## src/hdl/sbrc_pkg.sv

```systemverilog
// ----------------------------------------------------------------------------
// sbrc_pkg
// Shared types and constants for the sorted block reference counter.
// ----------------------------------------------------------------------------
`default_nettype none

package sbrc_pkg;

  localparam int KEY_W           = 64;
  localparam int CNT_W           = 32;
  localparam int POS_W           = 10;
  localparam int TOTAL_W         = 11;
  localparam int POS_MAX         = 1023;
  localparam int TOTAL_MAX       = 2047;
  localparam int DEF_TABLE_DEPTH = 1024;

  localparam logic OP_ADD    = 1'b0;
  localparam logic OP_LOOKUP = 1'b1;

  localparam logic [CNT_W-1:0] CNT_MAX = {CNT_W{1'b1}};

  // broadcast to every cell of the chain
  typedef struct packed {
    logic             compare;
    logic             bump;
    logic             insert;
    logic [KEY_W-1:0] key;
  } cell_cmd_t;

endpackage

`default_nettype wire

```

## src/hdl/sbrc_cell.sv

```systemverilog
// ----------------------------------------------------------------------------
// sbrc_cell
// One table slot: key, count and valid flag, with its compare result.
// Shifts up from its left neighbor on an insert below it.
// ----------------------------------------------------------------------------
`default_nettype none

module sbrc_cell
  import sbrc_pkg::*;
(
  input  wire logic             clk,
  input  wire logic             rst,
  input  wire cell_cmd_t        cmd,
  input  wire logic [KEY_W-1:0] left_key,
  input  wire logic [CNT_W-1:0] left_cnt,
  input  wire logic             left_valid,
  input  wire logic             left_lt,
  output logic [KEY_W-1:0]      key_out,
  output logic [CNT_W-1:0]      cnt_out,
  output logic                  valid_out,
  output logic                  lt_out,
  output logic                  hit,
  output logic                  eq_out
);

  logic [KEY_W-1:0] key;
  logic [CNT_W-1:0] cnt;
  logic             valid;
  logic             lt;
  logic             eq;
  logic             bnd;

  // first slot not below the searched key
  assign bnd = left_lt & ~lt;

  always_ff @(posedge clk) begin
    if (rst) begin
      valid <= 1'b0;
      lt    <= 1'b0;
      eq    <= 1'b0;
    end else begin
      if (cmd.compare) begin
        lt <= valid && (key < cmd.key);
        eq <= valid && (key == cmd.key);
      end
      if (cmd.bump && bnd) begin
        if (cnt != CNT_MAX) begin
          cnt <= cnt + 1'b1;
        end
      end
      if (cmd.insert) begin
        if (bnd) begin
          key   <= cmd.key;
          cnt   <= CNT_W'(1);
          valid <= 1'b1;
        end else if (!lt) begin
          key   <= left_key;
          cnt   <= left_cnt;
          valid <= left_valid;
        end
      end
    end
  end

  assign key_out   = key;
  assign cnt_out   = cnt;
  assign valid_out = valid;
  assign lt_out    = lt;
  assign hit       = bnd;
  assign eq_out    = eq;

endmodule

`default_nettype wire

```

## config.mk

```make
export PLATFORM = sky130hd
export DESIGN_NAME = sbrc_cell
export DESIGN_NICKNAME = d
export VERILOG_FILES = /design/src/hdl/sbrc_pkg.sv /design/src/hdl/sbrc_cell.sv
export SDC_FILE = /design/constraint.sdc
export NUM_CORES = 1
export LEC_CHECK = 0
export BUFFER_PORTS_ARGS = -buffer_cell sky130_fd_sc_hd__buf_2
export CORE_MARGIN = 5
export CORE_UTILIZATION = 40
export CTS_CLUSTER_SIZE = 40
export DETAILED_ROUTE_END_ITERATION = 10
export GPL_TIMING_DRIVEN = 1
export PLACE_DENSITY = 0.69
export SLEW_MARGIN = 30
export SYNTH_ARGS = -nofsm -noshare
export SYNTH_HDL_FRONTEND = slang
export SYNTH_SLANG_ARGS = --single-unit
```

## constraint.sdc

```tcl
create_clock -name clk -period 12.2 [get_ports clk]
set_input_delay 1.83 -clock clk [delete_from_list [all_inputs] [get_ports clk]]
set_output_delay 1.83 -clock clk [all_outputs]
set_load 0.01 [all_outputs]
```

# Word level (Yosys, flattened, before mapping)
# Index checks and enable logic that the tools add are counted.
[op_classes] mux=9 magnitude_cmp=1 n_eq_ne=3 bitwise=3 n_reduce_logical=5 addsub=1
[op_table] operator="$mux W32" count=5
[op_table] operator="$mux W64" count=2
[op_table] operator="$eq A64 B64 Y1" count=1
[op_table] operator="$lt A64 B64 Y1" count=1
[op_table] operator="$add A32 B1 Y32 const B" count=1
[op_table] operator="$ne A32 B32 Y1 const B" count=1
[op_table] operator="$logic_and A1 B1 Y1" count=3
[op_table] operator="$reduce_and A3 Y1" count=1
[op_table] operator="$mux W1" count=2
[op_table] operator="$ne A2 B1 Y1 const B" count=1
[op_table] operator="$not A1 Y1" count=2
[op_table] operator="$reduce_and A2 Y1" count=1
[op_table] operator="$and A1 B1 Y1" count=1
[word_totals] regBits=99 inputBits=167

# Longest topological paths before layout
[logic_depth] depth_word=7 ltp_mapped=8 depth_no_buf=8

# Worst setup path after synthesis
# Ideal clock, no wire load.
[synth_path] path_kind="input-to-reg" start="in cmd[64] in the netlist's numbering" end="reg key[0] (netlist: key_out[0]), enable pin" setup_ns=0.487 cell_stages=4 arrival_time_ns=4.936 path_slack_ns=6.777 path_buffers=2 cell_sequence="nand2b_1 -> clkbuf_1 -> clkbuf_1 -> nor2_1"
[synth_between] elab_chain_len=1
[synth_lines] item="start: declaration" line_no="sbrc_cell.sv:13" text="input wire cell_cmd_t cmd,"
[synth_lines] item="$reduce_and A3 Y1 (no source line)"
[synth_lines] item="end signal: assignment" line_no="sbrc_cell.sv:53" text="key <= cmd.key;"
[synth_lines] item="end signal: assignment" line_no="sbrc_cell.sv:57" text="key <= left_key;"
[synth_lines] item="end: declaration" line_no="sbrc_cell.sv:26" text="logic [KEY_W-1:0] key;"
# Every way passes these cells.
# A chain may end at the register's enable or synchronous reset.

# Worst setup path after layout
[layout_path] start="in left_lt" end="out hit"
[layout_between] elab_chain_len=1
[layout_lines] item="start: declaration" line_no="sbrc_cell.sv:17" text="input wire logic left_lt,"
[layout_lines] item="$and A1 B1 Y1" line_no="sbrc_cell.sv:34" text="assign bnd = left_lt & ~lt;"
[layout_lines] item="end: declaration" line_no="sbrc_cell.sv:22" text="output logic hit,"
# Every way passes these cells.

==> impl_metrics.env <==
export IMPL_status="complete, no violations"
export IMPL_yosys_area_top_type="edfxtp_1"
export IMPL_synth_nets=910
export IMPL_grt_max_degree=129
export IMPL_numPlacedInstances=1138
export IMPL_initial_core_util_pct=40.6
export IMPL_stdcell_count=1156
export IMPL_synth_top_area_share_pct=44.9
export IMPL_via_per_inst=5.10
export IMPL_rows=46
export IMPL_finalCriticalPeriod_ns=4.84
export IMPL_cp_slowest_stage_delay_ns=0.56
export IMPL_numCtsBuffers=9
export IMPL_gp_congestion=0.863
export IMPL_syn_area_sq_mm=0.00642
export IMPL_ys_types=52
export IMPL_ys_flop_type="edfxtp_1"
export IMPL_synth_top_cells_by_count="nand2_1, edfxtp_1, o21ai_0, inv_1, ha_1"
export IMPL_holdPathStages=2
export IMPL_worstRegToRegCells=8
export IMPL_die_w_um=137
export IMPL_async_flop_share_pct=0
export IMPL_crit_path_start_kind="primary input"
export IMPL_post_cts_buffers=0
export IMPL_worst_path_max_fanout=128
export IMPL_clock_skew_final_ns=0.0154
export IMPL_ant_nets=0
export IMPL_cts_tree="done"
export IMPL_io_pins=267
export IMPL_synth_area_top_cells="edfxtp_1, ha_1, o21ai_0"
export IMPL_relSlewSlack_pct=44.1
export IMPL_cp_required_ns=10.37
export IMPL_p_leak_nw=3.77
export IMPL_holdWs_ns=0.514
export IMPL_cp_slowest_cell="buf_6"
export IMPL_cts_root_buf="clkbuf_16"
export IMPL_worstMarginPinSlew_ns=0.837
export IMPL_synth_edff_count=96
export IMPL_pre_cts_slack_ns=7.33
export IMPL_grt_pass1_wl_um=29300
export IMPL_setup_viol=0
export IMPL_insertion_delay_ns=0.35
export IMPL_dr_first_iter_drc_count=360
export IMPL_clock_sinks=99
export IMPL_yosysMostFrequentCell="nand2_1"
export IMPL_firstDrtPassIters=5
export IMPL_syn_to_final_growth_pct=28.6
export IMPL_track_usage_pct=20.3
export IMPL_hold_buffers=0
export IMPL_remaining_drc_errors=0
export IMPL_path_class="primary input to primary output"
export IMPL_seq_area_frac_synth_pct=45.8
export IMPL_drv_slew=0
export IMPL_fin_crit_sh_pct=39.7
export IMPL_crit_top_cell="buf_2"
export IMPL_crit_buf_inv=4
export IMPL_via_count=5892
export IMPL_ctsHtreeMaxLevel=3
export IMPL_cts_resized=0
export IMPL_antenna_found_initial=3
export IMPL_maxCapViolations=0
export IMPL_routedWlPerCell_um=16.6
export IMPL_irDropWorstVdd_uv=64.6
export IMPL_hold_class="register to register"
export IMPL_core_area_sq_mm=0.0158
export IMPL_power_density_mw_per_mm2=107
export IMPL_fin_ws_ns=7.36
export IMPL_yosysWarnings=0
export IMPL_synth_seq_cells=99
export IMPL_final_setup_tns_ns=0
export IMPL_fmax_ghz=0.207
export IMPL_syn_area_per_cell_sq_um=9.48
export IMPL_path_cells="buf_2 -> nand2b_4 -> buf_6 -> inv_1 -> buf_2"
export IMPL_path_depth=5
export IMPL_final_hold_viol_count=0
export IMPL_end_kind="primary output"
export IMPL_syn_inst=678
export IMPL_grt_pass1_vias=5847
export IMPL_crit_arrival_ns=3.01
export IMPL_cts_max_path_buffers=2
export IMPL_port_buffers=266
export IMPL_final_nets=1165
export IMPL_die_area_sq_mm=0.0187
export IMPL_rsz0062_at_grt="false"
export IMPL_wl_um=19100
export IMPL_die_h_um=137
export IMPL_clk_pin_slew_ns=0.07
export IMPL_crit_family="buffers and inverters"
export IMPL_gr_total_overflow=0
export IMPL_drive_gt1_share_pct=31.6
export IMPL_hpwl_um=15100
[power breakdown]
group	switching (mW)	internal, mW
combinational	0.0946	0.0716
clock	0.132	0.160
sequential	0.0193	0.402
[tightest hold or removal path, delay by kind of cell (launching register included)]
family / cells / cell delay [ns]
simple gates: 2 / 0.15
flops: 1 / 0.32
[layout make-up]
type	count	area (sq um)
Fill cell	1520	7560
Multi-Input combinational cell	484	3120
Sequential cell	99	2940
Timing Repair Buffer	271	1370
Tap cell	216	270
Inverter	68	255
Clock buffer	10	229
Clock inverter	6	65.1
Antenna cell	2	5.00
[metal layers]
layer	vias up	GRT usage (%)	wire, um
met4	2	6.83	356
met2	220	35.0	9350
met3	25	5.85	1670
met5	-	0	7
li1	2956	-	-
met1	2689	24.3	7760
[per-stage QoR]
step / utilization, % / area [sq um] / power, mW
4_1_cts: 52.2 / 8260 / 0.888
5_1_grt: 52.2 / 8260 / 0.929
3_3_place_gp: 50.3 / 7960 / 0.593
2_1_floorplan: - / 6420 / 0.519
3_5_place_dp: 50.3 / 7970 / 0.596
6_report: 52.2 / 8260 / 0.880
[sequential cells by signal, summed over array words and instances (netlist names)]
name / count
key_out: 64
valid_out: 1
lt_out: 1
cnt_out: 32
eq_out: 1
[layout by cell type (no fill, tap or decap), types with 3 or more instances in the layout]
cell         n
xnor2_1     22
ha_1        65
buf_2      266
o21bai_1     3
a221o_1      3
o211ai_1     3
a21oi_1     48
inv_1       68
clkbuf_16    9
nor3_1      18
nand2_1    104
nand3_1     26
nand2b_1     3
nand4_1     19
nor4_1      10
and3_1       5
dfxtp_1      3
buf_4        4
o21ai_1      4
nor2_1      16
nor2b_1      4
xor2_1       6
edfxtp_1    96
o21ai_0     88
[worst paths after layout]
check	from	end	slack [ns]
setup reg to reg	cnt_out[0]	cnt_out[5]	9.50
hold / removal	valid_out	valid_out	0.51
setup / recovery	left_lt	hit	7.36
hold reg to reg	valid_out	valid_out	0.51
[logic make-up after synthesis]
logic type | count (synthesis) | synth area share (%)
flops | 99 | 45.8
buf+inv | 95 | 5.92
compound gates | 161 | 13.7
xor+xnor | 28 | 3.82
fa+ha+maj | 65 | 12.7
mux | 2 | 0.331
simple gates | 228 | 17.8
Power figures use the tool's default switching activity.
